<file path="config.mk">
export PLATFORM = sky130hd
export DESIGN_NAME = sensor_word_crc_deframer
export DESIGN_NICKNAME = d
export VERILOG_FILES = /design/src/design/swcd_pkg.sv /design/src/design/swcd_front.sv /design/src/design/swcd_queue.sv /design/src/design/swcd_back.sv /design/src/design/sensor_word_crc_deframer.sv
export SDC_FILE = /design/constraint.sdc
export NUM_CORES = 1
export LEC_CHECK = 0
export BUFFER_PORTS_ARGS = -buffer_cell sky130_fd_sc_hd__buf_4
export CORE_MARGIN = 3
export CORE_UTILIZATION = 30
export DETAILED_ROUTE_END_ITERATION = 8
export GPL_TIMING_DRIVEN = 0
export SYNTH_ARGS = -nofsm -noshare
export SYNTH_HDL_FRONTEND = slang
export SYNTH_SLANG_ARGS = --single-unit
</file>
<file path="constraint.sdc">
create_clock -name clk -period 16.6 [get_ports clk]
set_input_delay 0.83 -clock clk [delete_from_list [all_inputs] [get_ports clk]]
set_output_delay 0.83 -clock clk [all_outputs]
set_load 0.01 [all_outputs]
</file>
<file path="src/design/swcd_pkg.sv">
// Shared types, constants and CRC helpers for the sensor word CRC deframer.
// No dependencies; used by every module of the block.
package swcd_pkg;

  localparam logic [7:0]  CRC_START   = 8'hFF;
  localparam logic [7:0]  CRC_POLY    = 8'h31;
  localparam logic [10:0] STATUS_MASK = 11'h7FF;

  localparam logic [1:0] KIND_SERIAL = 2'd0;
  localparam logic [1:0] KIND_STATUS = 2'd1;
  localparam logic [1:0] KIND_MEAS   = 2'd2;

  localparam logic [1:0] WORD_TEMP = 2'd1;
  localparam logic [1:0] WORD_HUM  = 2'd2;

  localparam int unsigned QUEUE_DEPTH_DEF = 4;

  localparam int unsigned FULL_SCALE  = 65535;
  localparam int unsigned TEMP_GAIN   = 17500;
  localparam int unsigned HUM_GAIN    = 10000;
  localparam int unsigned TEMP_OFFSET = 4500;
  localparam int unsigned PROD_W      = 31;
  localparam int unsigned GAIN_W      = 15;
  localparam int unsigned REM_W       = 18;

  // one assembled word, as handed from front to back
  typedef struct packed {
    logic [15:0] word_value;
    logic [1:0]  word_index;
    logic        crc_ok;
    logic        frame_ok;
    logic        last_word;
    logic [1:0]  kind;
  } swcd_word_t;

  typedef struct packed {
    logic empty;
    logic full;
  } swcd_qstat_t;

  // MSB-first CRC-8 update over one byte
  function automatic logic [7:0] crc8_feed(input logic [7:0] crc, input logic [7:0] b);
    logic [7:0] c;
    c = crc ^ b;
    for (int k = 0; k < 8; k++) begin
      if (c[7]) begin
        c = {c[6:0], 1'b0} ^ CRC_POLY;
      end else begin
        c = {c[6:0], 1'b0};
      end
    end
    return c;
  endfunction

  function automatic logic [1:0] words_for_kind(input logic [1:0] kind);
    logic [1:0] n;
    case (kind)
      KIND_SERIAL: n = 2'd3;
      KIND_STATUS: n = 2'd1;
      KIND_MEAS:   n = 2'd3;
      default:     n = 2'd0;
    endcase
    return n;
  endfunction

endpackage

</file>
<file path="src/design/swcd_front.sv">
// Front end: takes response bytes, tracks word phase and CRC, and pushes
// one record per completed word into the queue. Depends on swcd_pkg.
module swcd_front import swcd_pkg::*; (
  input  logic       clk,
  input  logic       rst_n,
  input  logic       in_push,
  output logic       in_full,
  input  logic [7:0] in_rx_byte,
  input  logic       in_first_byte,
  input  logic [1:0] in_response_kind,
  output logic       q_push,
  output swcd_word_t q_wdata,
  input  swcd_qstat_t q_stat
);

  logic [1:0] phase_r, phase_nxt;
  logic [1:0] count_r, count_nxt;
  logic [7:0] crc_r, crc_nxt;
  logic [7:0] hi_r, hi_nxt;
  logic [7:0] lo_r, lo_nxt;
  logic       good_r, good_nxt;
  logic [1:0] kind_r, kind_nxt;

  logic       accept;
  logic [1:0] phase_eff, count_eff, total;
  logic [7:0] crc_eff, crc_upd;
  logic       good_eff, active, crc_match;

  assign in_full = q_stat.full;
  assign accept  = in_push && !q_stat.full;

  always_comb begin
    // a first byte restarts the response before the byte is used
    phase_eff = in_first_byte ? 2'd0 : phase_r;
    count_eff = in_first_byte ? 2'd0 : count_r;
    crc_eff   = in_first_byte ? CRC_START : crc_r;
    good_eff  = in_first_byte ? 1'b1 : good_r;
    kind_nxt  = in_first_byte ? in_response_kind : kind_r;
    total     = words_for_kind(kind_nxt);
    active    = count_eff < total;
    crc_upd   = crc8_feed(crc_eff, in_rx_byte);
    crc_match = crc_eff == in_rx_byte;

    phase_nxt = phase_eff;
    count_nxt = count_eff;
    crc_nxt   = crc_eff;
    good_nxt  = good_eff;
    hi_nxt    = hi_r;
    lo_nxt    = lo_r;
    q_push    = 1'b0;

    q_wdata.word_value = {hi_r, lo_r};
    q_wdata.word_index = count_eff;
    q_wdata.crc_ok     = crc_match;
    q_wdata.frame_ok   = good_eff && crc_match;
    q_wdata.last_word  = (count_eff + 2'd1) == total;
    q_wdata.kind       = kind_nxt;

    if (active) begin
      case (phase_eff)
        2'd0: begin
          hi_nxt    = in_rx_byte;
          crc_nxt   = crc_upd;
          phase_nxt = 2'd1;
        end
        2'd1: begin
          lo_nxt    = in_rx_byte;
          crc_nxt   = crc_upd;
          phase_nxt = 2'd2;
        end
        default: begin
          q_push    = accept;
          good_nxt  = good_eff && crc_match;
          count_nxt = count_eff + 2'd1;
          crc_nxt   = CRC_START;
          phase_nxt = 2'd0;
        end
      endcase
    end
  end

  always_ff @(posedge clk) begin
    if (!rst_n) begin
      phase_r <= 2'd0;
      count_r <= 2'd0;
      crc_r   <= CRC_START;
      good_r  <= 1'b1;
      kind_r  <= KIND_SERIAL;
    end else if (accept) begin
      phase_r <= phase_nxt;
      count_r <= count_nxt;
      crc_r   <= crc_nxt;
      good_r  <= good_nxt;
      kind_r  <= kind_nxt;
    end
  end

  always_ff @(posedge clk) begin
    if (accept) begin
      hi_r <= hi_nxt;
      lo_r <= lo_nxt;
    end
  end

endmodule

</file>
<file path="src/design/swcd_queue.sv">
// Short register queue of word records between front and back.
// Depends on swcd_pkg.
module swcd_queue import swcd_pkg::*; #(
  parameter int unsigned DEPTH = QUEUE_DEPTH_DEF
) (
  input  logic        clk,
  input  logic        rst_n,
  input  logic        push,
  input  swcd_word_t  wdata,
  input  logic        pop,
  output swcd_word_t  rdata,
  output swcd_qstat_t stat
);

  localparam int unsigned PTR_W = (DEPTH > 1) ? $clog2(DEPTH) : 1;
  localparam int unsigned CNT_W = $clog2(DEPTH + 1);

  swcd_word_t             mem_r [DEPTH];
  logic [PTR_W-1:0]       wr_ptr_r, rd_ptr_r;
  logic [CNT_W-1:0]       count_r, count_nxt;
  logic                   do_push, do_pop;

  assign stat.empty = count_r == '0;
  assign stat.full  = count_r == CNT_W'(DEPTH);
  assign do_push    = push && !stat.full;
  assign do_pop     = pop && !stat.empty;
  assign rdata      = mem_r[rd_ptr_r];

  always_comb begin
    count_nxt = count_r;
    if (do_push && !do_pop) begin
      count_nxt = count_r + CNT_W'(1);
    end else if (do_pop && !do_push) begin
      count_nxt = count_r - CNT_W'(1);
    end
  end

  always_ff @(posedge clk) begin
    if (!rst_n) begin
      wr_ptr_r <= '0;
      rd_ptr_r <= '0;
      count_r  <= '0;
    end else begin
      count_r <= count_nxt;
      if (do_push) begin
        wr_ptr_r <= (wr_ptr_r == PTR_W'(DEPTH - 1)) ? '0 : wr_ptr_r + PTR_W'(1);
      end
      if (do_pop) begin
        rd_ptr_r <= (rd_ptr_r == PTR_W'(DEPTH - 1)) ? '0 : rd_ptr_r + PTR_W'(1);
      end
    end
  end

  always_ff @(posedge clk) begin
    if (do_push) begin
      mem_r[wr_ptr_r] <= wdata;
    end
  end

endmodule

</file>
<file path="src/design/swcd_back.sv">
// Back end: decodes word records (status flag, scaled temperature and
// humidity) in a three-register pipeline ending in the output register.
// Depends on swcd_pkg.
module swcd_back import swcd_pkg::*; (
  input  logic               clk,
  input  logic               rst_n,
  input  swcd_qstat_t        q_stat,
  input  swcd_word_t         q_rdata,
  output logic               q_pop,
  output logic               out_empty,
  input  logic               out_pop,
  output logic [15:0]        out_word_value,
  output logic [1:0]         out_word_index,
  output logic               out_crc_ok,
  output logic               out_frame_ok,
  output logic               out_last_word,
  output logic               out_data_ready,
  output logic signed [14:0] out_scaled_value
);

  logic              advance;
  logic              s1_v_r, s2_v_r, out_v_r;
  swcd_word_t        s1_rec_r, s2_rec_r, out_rec_r;
  logic [PROD_W-1:0] s1_prod_r;
  logic [15:0]       s2_q_r;
  logic [REM_W-1:0]  s2_rem_r;
  logic              s2_neg_r;
  logic              out_ready_r;
  logic [14:0]       out_scaled_r;

  logic [GAIN_W-1:0] gain;
  logic [PROD_W-1:0] prod;
  logic [31:0]       quot_sum, rem_full;
  logic [15:0]       q_est;
  logic              neg;
  logic              rem_ge;
  logic [15:0]       q_fix;
  logic [REM_W-1:0]  rem_fix;
  logic [15:0]       temp_val;
  logic [14:0]       scaled;
  logic              ready_flag;

  // whole pipeline moves together whenever the output slot frees up
  assign advance = !out_v_r || out_pop;
  assign q_pop   = advance && !q_stat.empty;

  // stage 1: constant-gain multiply
  assign gain = (q_rdata.word_index == WORD_TEMP) ? GAIN_W'(TEMP_GAIN) : GAIN_W'(HUM_GAIN);
  assign prod = PROD_W'(q_rdata.word_value) * PROD_W'(gain);

  // stage 2: divide by 65535 via x/65536*(1+1/65535); estimate is low by at most one
  assign quot_sum = 32'(s1_prod_r) + 32'(s1_prod_r >> 16);
  assign q_est    = quot_sum[31:16];
  assign rem_full = 32'(s1_prod_r) - {q_est, 16'h0000} + 32'(q_est);
  assign neg      = s1_prod_r < PROD_W'(TEMP_OFFSET * FULL_SCALE);

  // stage 3: correct quotient, apply offset with truncation toward zero
  always_comb begin
    rem_ge   = s2_rem_r >= REM_W'(FULL_SCALE);
    q_fix    = s2_q_r + 16'(rem_ge);
    rem_fix  = rem_ge ? (s2_rem_r - REM_W'(FULL_SCALE)) : s2_rem_r;
    // negative numerator with a remainder rounds up toward zero
    temp_val = q_fix - 16'(TEMP_OFFSET) + 16'(s2_neg_r && (rem_fix != '0));
    scaled   = '0;
    if (s2_rec_r.kind == KIND_MEAS) begin
      case (s2_rec_r.word_index)
        WORD_TEMP: scaled = temp_val[14:0];
        WORD_HUM:  scaled = q_fix[14:0];
        default:   scaled = '0;
      endcase
    end
    ready_flag = (s2_rec_r.kind == KIND_STATUS) &&
                 ((s2_rec_r.word_value[10:0] & STATUS_MASK) != '0);
  end

  always_ff @(posedge clk) begin
    if (!rst_n) begin
      s1_v_r  <= 1'b0;
      s2_v_r  <= 1'b0;
      out_v_r <= 1'b0;
    end else if (advance) begin
      s1_v_r  <= !q_stat.empty;
      s2_v_r  <= s1_v_r;
      out_v_r <= s2_v_r;
    end
  end

  always_ff @(posedge clk) begin
    if (advance) begin
      s1_rec_r     <= q_rdata;
      s1_prod_r    <= prod;
      s2_rec_r     <= s1_rec_r;
      s2_q_r       <= q_est;
      s2_rem_r     <= rem_full[REM_W-1:0];
      s2_neg_r     <= neg;
      out_rec_r    <= s2_rec_r;
      out_scaled_r <= scaled;
      out_ready_r  <= ready_flag;
    end
  end

  assign out_empty        = !out_v_r;
  assign out_word_value   = out_rec_r.word_value;
  assign out_word_index   = out_rec_r.word_index;
  assign out_crc_ok       = out_rec_r.crc_ok;
  assign out_frame_ok     = out_rec_r.frame_ok;
  assign out_last_word    = out_rec_r.last_word;
  assign out_data_ready   = out_ready_r;
  assign out_scaled_value = $signed(out_scaled_r);

endmodule

</file>
<file path="src/design/sensor_word_crc_deframer.sv">
// Sensor word CRC deframer: one byte per cycle in while in_full is low, one
// decoded word out per third byte. A word goes from its CRC byte through the
// queue and the s1, s2 and out registers. Throughput is set by the front byte
// path; the word queue absorbs output stalls. Synchronous active-low reset
// empties queue and pipeline and restarts framing (CRC 0xFF, serial kind).
module sensor_word_crc_deframer import swcd_pkg::*; #(
  parameter int unsigned QUEUE_DEPTH = QUEUE_DEPTH_DEF
) (
  input  logic               clk,
  input  logic               rst_n,
  input  logic               in_push,
  output logic               in_full,
  input  logic [7:0]         in_rx_byte,
  input  logic               in_first_byte,
  input  logic [1:0]         in_response_kind,
  output logic               out_empty,
  input  logic               out_pop,
  output logic [15:0]        out_word_value,
  output logic [1:0]         out_word_index,
  output logic               out_crc_ok,
  output logic               out_frame_ok,
  output logic               out_last_word,
  output logic               out_data_ready,
  output logic signed [14:0] out_scaled_value
);

  logic        q_push, q_pop;
  swcd_word_t  q_wdata, q_rdata;
  swcd_qstat_t q_stat;

  swcd_front u_front (
    .clk              (clk),
    .rst_n            (rst_n),
    .in_push          (in_push),
    .in_full          (in_full),
    .in_rx_byte       (in_rx_byte),
    .in_first_byte    (in_first_byte),
    .in_response_kind (in_response_kind),
    .q_push           (q_push),
    .q_wdata          (q_wdata),
    .q_stat           (q_stat)
  );

  swcd_queue #(
    .DEPTH (QUEUE_DEPTH)
  ) u_queue (
    .clk   (clk),
    .rst_n (rst_n),
    .push  (q_push),
    .wdata (q_wdata),
    .pop   (q_pop),
    .rdata (q_rdata),
    .stat  (q_stat)
  );

  swcd_back u_back (
    .clk              (clk),
    .rst_n            (rst_n),
    .q_stat           (q_stat),
    .q_rdata          (q_rdata),
    .q_pop            (q_pop),
    .out_empty        (out_empty),
    .out_pop          (out_pop),
    .out_word_value   (out_word_value),
    .out_word_index   (out_word_index),
    .out_crc_ok       (out_crc_ok),
    .out_frame_ok     (out_frame_ok),
    .out_last_word    (out_last_word),
    .out_data_ready   (out_data_ready),
    .out_scaled_value (out_scaled_value)
  );

`ifndef SYNTHESIS
  a_frame_needs_crc: assert property (@(posedge clk) disable iff (!rst_n)
    (!out_empty && !out_crc_ok) |-> !out_frame_ok)
    else $error("frame_ok set on a word with a CRC error");

  a_third_word_last: assert property (@(posedge clk) disable iff (!rst_n)
    (!out_empty && out_word_index == WORD_HUM) |-> out_last_word)
    else $error("third word not marked last");

  a_ready_no_scale: assert property (@(posedge clk) disable iff (!rst_n)
    (!out_empty && out_data_ready) |-> (out_scaled_value == '0))
    else $error("status word carries a scaled value");

  a_push_not_full: assert property (@(posedge clk) disable iff (!rst_n)
    q_push |-> !q_stat.full)
    else $error("word queue written while full");
`endif

endmodule
</file>
After elaboration in Yosys (flattened, before gate mapping)
Memories as Yosys holds them, arrays and structs flattened. A register that Yosys moved wholly into a read port is not among the register bits. Index checks and enable logic that the tools add are counted.

Register bits after elaboration: 189. Memories kept: 1. Input bits: 15. Bits in read-only memories: 0. Output and inout port bits: 39. RAM bits: 92. Bits in latches: 0. Word-level logic and storage cells: 135.

Memory list: u_queue.mem_r (words 4, width 23, read ports 1, clocked after memory_dff 1, wr ports 1, line swcd_queue.sv:18) `swcd_word_t mem_r [DEPTH];`.

Muxes and demuxes: 35. Magnitude comparators: 3. $add $sub $neg: 12. Shift operators: 0. Reductions and logical operators: 25. Bitwise gates (word level): 9. Div/mod/pow operators: 0. Equality and inequality tests: 13. Multiply operators: 1.

Operators with widths (count): 2-to-1 mux 6 bit (8); adder 31 x 15 -> 32 bit (1); < comparator 31 x 29 -> 1 bit (second input constant) (1); multiplier 16 x 15 -> 31 bit (1); adder 15 x 1 -> 15 bit (2); one-hot mux 15 bit (2 select lines) (1); 2-to-1 mux 8 bit (3); inverter 3 bit (8); 2-to-1 mux 2 bit (10); adder 18 x 16 -> 18 bit (1); >= comparator 18 x 16 -> 1 bit (second input constant) (1); 2-to-1 mux 18 bit (1); nonzero test 18 bit (1); subtractor 18 x 16 -> 18 bit (second input constant) (1); subtractor 18 bit (1); 2-to-1 mux 15 bit (1); subtractor 15 x 13 -> 15 bit (second input constant) (1); nonzero test 11 bit (1); == test 2 x 1 -> 1 bit (second input constant) (5); == test 2 bit (second input constant) (5); logical AND 1 bit (9); == test 8 bit (1); one-hot mux 2 bit (2 select lines) (2); XOR 8 bit (1); 15 further kinds (31).

Longest topological paths before layout
Gate-level depths: netlist of the first run.

Word-level depth: 20. Depth in mapped cells: 28.

Cells and area by module
From an unflattened synthesis of the first run, not the netlist that was laid out.

Cells, all modules: 1490. Area, all modules: 17914.7 sq um.

By module, submodules not included: swcd_back (cells each 1144, area each 12378.1 sq um, instances 1); swcd_queue (cells each 171, area each 3827.4 sq um, instances 1); swcd_front (cells each 175, area each 1709.1 sq um, instances 1).

Worst setup path after synthesis of the first run
Ideal clock, no wire load.

Path type: reg-to-reg. From: reg (tool-made name). To: reg u_back.s1_prod_r[28], data pin. Required time: 16.341 ns. Stages on the path, launching flop included: 23. Setup time: 0.259 ns. Clock period less this slack: 6.604 ns. Slack: 9.996 ns. Data arrival time: 6.345 ns. Path buffers: 2. Cell sequence: dfxtp_1 -> clkbuf_1 -> buf_1 -> mux4_2 -> nand2_1 -> inv_1 -> ha_1 -> inv_1 -> fa_1 -> inv_1 -> fa_1 -> fa_1 -> fa_1 -> ha_1 -> ha_1 -> a21o_1 -> a21oi_1 -> o21ai_0 -> o21ba_2 -> a311oi_1 -> a221oi_1 -> nor4b_1 -> a211o_1.

RTL lines: to (signal assigned) (line swcd_back.sv:91) `s1_prod_r <= prod;`; to (decl) (line swcd_back.sv:24) `logic [PROD_W-1:0] s1_prod_r;`.

==> results of run 1 <==
[state kept, by name (all words and copies together), names as in the netlist, 13 cells and up, named ones only]
name and flops:
u_back.out_word_value 16, u_back.out_scaled_value 15, u_queue.mem_r 92, u_back.s1_prod_r 29, u_back.s1_rec_r 23, u_back.s2_rec_r 23, u_back.s2_q_r 13, u_back.s2_rem_r 18
[worst max-delay path: stages (launching register included)]
cell	delay, ns
dfxtp_1	0.31
clkbuf_1	0.30
mux4_2	0.66
nor2b_1	0.14
clkbuf_1	0.30
clkbuf_1	0.39
nand2_1	0.22
inv_1	0.16
ha_1	0.25
inv_1	0.08
fa_1	0.41
inv_1	0.11
fa_1	0.45
fa_1	0.48
fa_1	0.49
ha_1	0.31
ha_1	0.37
and4_1	0.23
a21oi_1	0.23
o21ba_2	0.22
a311oi_1	0.15
a221oi_1	0.62
nor4b_1	0.12
a211o_1	0.26
[cell usage after synthesis, drive strengths merged (6+ instances only)]
| library cell | n |
|---|---|
| a21oi | 61 |
| nor2 | 83 |
| ha | 182 |
| nand4 | 12 |
| o22ai | 9 |
| inv | 219 |
| and3 | 7 |
| a21o | 22 |
| fa | 88 |
| o21ai | 26 |
| nand2b | 11 |
| edfxtp | 252 |
| nand2 | 101 |
| xor2 | 37 |
| nand3 | 21 |
| nor4 | 8 |
| dfxtp | 27 |
| clkbuf | 24 |
| or2 | 9 |
| nor2b | 17 |
| nor3 | 27 |
| mux4 | 23 |
| xnor2 | 72 |
| and4 | 7 |
| a22oi | 9 |
| o21bai | 8 |
| o21a | 9 |
| nor3b | 6 |
| a31oi | 8 |
| a21boi | 8 |
| and2 | 17 |
[routing by layer]
metal,GRT usage (%),vias up,part of all wire (%)
li1,-,5396,-
met1,14.4,5402,45
met2,19.2,184,49
met3,1.85,67,3.7
met4,3.27,0,2.7
met5,0,-,0
[per-stage QoR]
step / hold WS (ns) / instance area (sq um) / setup slack, ns
after CTS: 0.418 / 20100 / 8.96
after floorplan: 0.400 / 17700 / 10.0
final: 0.415 / 20100 / 9.07
after global routing: 0.413 / 20100 / 8.50
after global placement: 0.402 / 19100 / 8.99
after detailed placement: 0.405 / 19100 / 8.99
[final cells by class]
class,count,area [sq um],share of cell area (%)
multi-input cells,977,8700,43.3
clock inverters,23,243,1.21
flip-flops and latches,279,8110,40.3
repair buffers,53,418,2.08
well taps,765,957,4.76
plain buffers,28,109,0.542
clock buffers,31,733,3.65
inverters,219,827,4.11
[final timing paths]
check | startpoint | endpoint | slack, ns | cells after the start
max | flip-flop | u_back.s1_prod_r[28] | 9.07 | 23
min | u_back.s1_rec_r[3] | u_back.s2_rec_r[3] | 0.42 | 0
max reg2reg | flip-flop | u_back.s1_prod_r[28] | 9.07 | 23
min reg2reg | u_back.s1_rec_r[3] | u_back.s2_rec_r[3] | 0.42 | 0
[kinds of logic after synthesis]
family | count (synthesis)
simple gates | 337
flops | 279
fa+ha+maj | 270
buf+inv | 247
compound gates | 206
xor+xnor | 109
mux | 29
other cells | 2
==> impl_metrics.json, run 1 <==
{
  "status": "complete, no violations",
  "hold_buffers": 0,
  "yosys_warnings": 0,
  "finalNonFillerCells": 2375,
  "mostFrequentLayoutCell": "edfxtp_1",
  "synthMuxAreaShare_pct": 3.30,
  "ys.flop_type": "edfxtp_1",
  "gp_congestion": 0.861,
  "start_util_pct": 30.5,
  "wire_per_inst_um": 14.6,
  "floorplan.rows": 88,
  "rsz0062_at_grt": "false",
  "first_pass_iters": 5,
  "cts.htree.levels": 1,
  "yosysTopAreaCellShare_pct": 42.9,
  "utilization_pct": 34.7,
  "cts-root-buf": "clkbuf_16",
  "tritoncts": "built",
  "hold_path_class": "flip-flop to flip-flop",
  "core_sq_um": 57900,
  "layout_common_cells": "252 x edfxtp_1, 218 x inv_1, 182 x ha_1, 101 x nand2_1, 88 x fa_1",
  "antenna_cells": 0,
  "worst-path-max-fanout": 10,
  "io_pins": 54,
  "die_area_sq_um": 61800,
  "drt_iter0_drc": 481,
  "max_cap_violations": 0,
  "synth_area_sq_um": 17700,
  "max-slew-margin-rel_pct": 12.7,
  "cts_setup_buffers": 0,
  "ant_nets": 0,
  "grt_overflow": 0,
  "die_w_um": 249,
  "dp_hpwl_um": 27100,
  "finClkSkew_ns": 0.0143,
  "min_period_ns": 7.53,
  "synth_seq_cells": 279,
  "end_kind": "flip-flop",
  "path_clk_slew_ns": 0.06,
  "grt_usage_pct": 11.1,
  "io_buffers": 52,
  "arrival_ns": 7.84,
  "antenna_found_initial": 0,
  "synth_enable_flop_cells": 252,
  "avgSynthCellArea_sq_um": 11.9,
  "period_share_pct": 45.4,
  "synth_xor_area_share_pct": 5.45,
  "drcViolationCount": 0,
  "synth_compound_area_share_pct": 7.69,
  "cts_buffer_depth": 3,
  "hold_viol_final": 0,
  "cts_resized": 0,
  "async_flop_share_pct": 0,
  "netlist_top_cells_area": "edfxtp_1 43%, ha_1 13%, fa_1 10%, inv_1 4.7%, xnor2_1 3.5%",
  "die_y_um": 249,
  "critPathRequiredTime_ns": 16.90,
  "netlist_instances": 1479,
  "finalSetupViolCount": 0,
  "viasPerCell": 4.65,
  "dp_cells": 2321,
  "worst_pin_slew_ns": 1.31,
  "grt_pass1_wl_um": 57000,
  "fin_tns_setup_ns": 0,
  "drive_above_1_share_pct": 9.25,
  "ys_seq_area_share_pct": 45.9,
  "num_vias": 11000,
  "cts_buffers": 29,
  "start_kind": "flip-flop",
  "clk_latency_ns": 0.57,
  "synthSimpleGateAreaFrac_pct": 9.44,
  "grt_max_degree": 104,
  "clock-sinks": 279,
  "fillCellCount": 5743,
  "grt_pass1_vias": 11100,
  "synthAdderAreaFrac_pct": 22.9,
  "num-nets-final": 1872,
  "fmax_ghz": 0.133,
  "routed_wl_um": 34800,
  "yosys.area.top_type": "edfxtp_1",
  "synth_top_family_by_area": "adder cells",
  "crit_type": "flip-flop to flip-flop",
  "yosysUniqueCellTypes": 70,
  "area_growth_pct": 13.9,
  "maxSlewViolCount": 0
}
Power of run 1 is not shown: default switching activity piles up to over one toggle a cycle in this logic, so the estimate is an artifact.
==> inputs of run 2 (changes only) <==
==> constraint.sdc (replaced) <==
create_clock -name clk -period 7.8 [get_ports clk]
set_input_delay 0.39 -clock clk [delete_from_list [all_inputs] [get_ports clk]]
set_output_delay 0.39 -clock clk [all_outputs]
set_load 0.01 [all_outputs]
==> impl_metrics.json, run 2 (synthesis results as in run 1) <==
{
  "num_vias": 11100,
  "cts_buffer_depth": 3,
  "die_w_um": 249,
  "io_pins": 54,
  "cp_slowest_cell": "mux4_2",
  "period_share_pct": 94.1,
  "grt_pass1_wl_um": 57000,
  "grt_usage_pct": 11.1,
  "fin_tns_setup_ns": 0,
  "arrival_ns": 7.64,
  "holdPathStages": 1,
  "viasPerCell": 4.66,
  "reg2reg_depth": 26,
  "cp_num_buf_inv": 9,
  "worst_pin_slew_ns": 1.31,
  "path_delay_family": "adder cells",
  "cts-root-buf": "clkbuf_16",
  "end_kind": "flip-flop",
  "min_to": "u_front.hi_r[7]",
  "grt_overflow": 0,
  "first_pass_iters": 5,
  "r2r-end": "u_back.s1_prod_r[28]",
  "mostFrequentLayoutCell": "edfxtp_1",
  "gp_congestion": 0.861,
  "fmax_ghz": 0.136,
  "tritoncts": "built",
  "start_kind": "flip-flop",
  "maxSlewViolCount": 0,
  "max_cap_violations": 0,
  "cts_setup_buffers": 0,
  "cpPeakStageDelay_ns": 0.67,
  "dp_hpwl_um": 27100,
  "area_growth_pct": 14.0,
  "wire_per_inst_um": 14.6,
  "antenna_found_initial": 0,
  "finalSetupViolCount": 0,
  "cts_buffers": 29,
  "min_period_ns": 7.34,
  "min_from": "in_rx_byte[7]",
  "drcViolationCount": 0,
  "cpMostUsedCell": "inv_1",
  "worst-path-max-fanout": 10,
  "die_y_um": 249,
  "ant_nets": 0,
  "critPathRequiredTime_ns": 8.10,
  "reg2reg_slack_ns": 0.46,
  "max-slew-margin-rel_pct": 12.6,
  "rsz0062_at_grt": "false",
  "start_util_pct": 30.5,
  "status": "complete, no violations",
  "drive_above_1_share_pct": 9.50,
  "antenna_cells": 0,
  "path_clk_slew_ns": 0.06,
  "num-nets-final": 1873,
  "clock-sinks": 279,
  "largest_reg_flops": 92,
  "grt_max_degree": 104,
  "finClkSkew_ns": 0.0144,
  "max_flop_register": "u_queue.mem_r",
  "grt_pass1_vias": 11100,
  "hold_path_class": "input port to flip-flop",
  "core_sq_um": 57900,
  "cts.htree.levels": 1,
  "routed_wl_um": 34800,
  "layout_common_cells": "252 x edfxtp_1, 218 x inv_1, 182 x ha_1, 101 x nand2_1, 88 x fa_1",
  "io_buffers": 52,
  "reg_top3": "u_queue.mem_r (92), u_back.s1_prod_r (29)",
  "die_area_sq_um": 61800,
  "drt_iter0_drc": 516,
  "crit_type": "flip-flop to flip-flop",
  "clk_latency_ns": 0.57,
  "hold_viol_final": 0,
  "floorplan.rows": 88
}
[run 2: stage by stage]
stage / util [%] / setup WS (ns) / cells / hold WS (ns) / area [sq um]
detailed placement: 33.0 / 0.194 / 2321 / 0.405 / 19100
CTS: 34.7 / 0.165 / 2376 / 0.0139 / 20100
finish: 34.7 / 0.461 / 2376 / 0.0466 / 20100
global placement: 33.0 / 0.193 / 2320 / 0.402 / 19100
global route: 34.7 / 0.0113 / 2376 / 0.0101 / 20100
floorplan: - / 1.20 / 1503 / 0.400 / 17700
[run 2: how the worst max path moves through the flow]
| stage | cells past startpoint | endpoint | startpoint | slack, ns |
|---|---|---|---|---|
| 6_report | 26 | u_back.s1_prod_r[28] | flip-flop | 0.46 |
| 5_1_grt | 23 | u_back.s1_prod_r[28] | flip-flop | 0.01 |
| 4_1_cts | 24 | u_back.s1_prod_r[30] | flip-flop | 0.16 |
| 3_5_place_dp | 24 | u_back.s1_prod_r[30] | flip-flop | 0.19 |
| 3_3_place_gp | 24 | u_back.s1_prod_r[30] | flip-flop | 0.19 |
| 2_1_floorplan | 22 | u_back.s1_prod_r[28] | flip-flop | 1.20 |
[run 2: per-layer routing]
metal,global-route usage [%],share of wire (%)
met1,14.4,45
met2,19.2,49
met3,1.86,3.8
met4,3.27,2.7
met5,0,0
[run 2: area by class of cell]
class	instances	area (sq um)
clock buffers	31	733
plain buffers	28	113
clock inverters	23	243
well taps	765	957
repair buffers	54	428
multi-input cells	977	8710
fillers	5739	37800
flip-flops and latches	279	8110
inverters	219	827
[run 2: worst register-to-register path: cells and delay by family, from the launching register on]
kind / cells / cell delay (ns)
adders and majority gates: 7 / 2.86
AOI/OAI and AO/OA: 6 / 1.55
buffers and inverters: 9 / 1.11
muxes: 1 / 0.67
and+or+nand+nor: 3 / 0.58
DFF: 1 / 0.31
[run 2: what timing repair did]
| item | CTS | global route |
|---|---|---|
| endpoints found under the hold margin | 2 | 0 |
| setup endpoints to repair | 0 | 4 |
| resized for setup | 0 | 7 |
| hold buffers | 1 | 0 |
Power of run 2 is left out for the same reason.
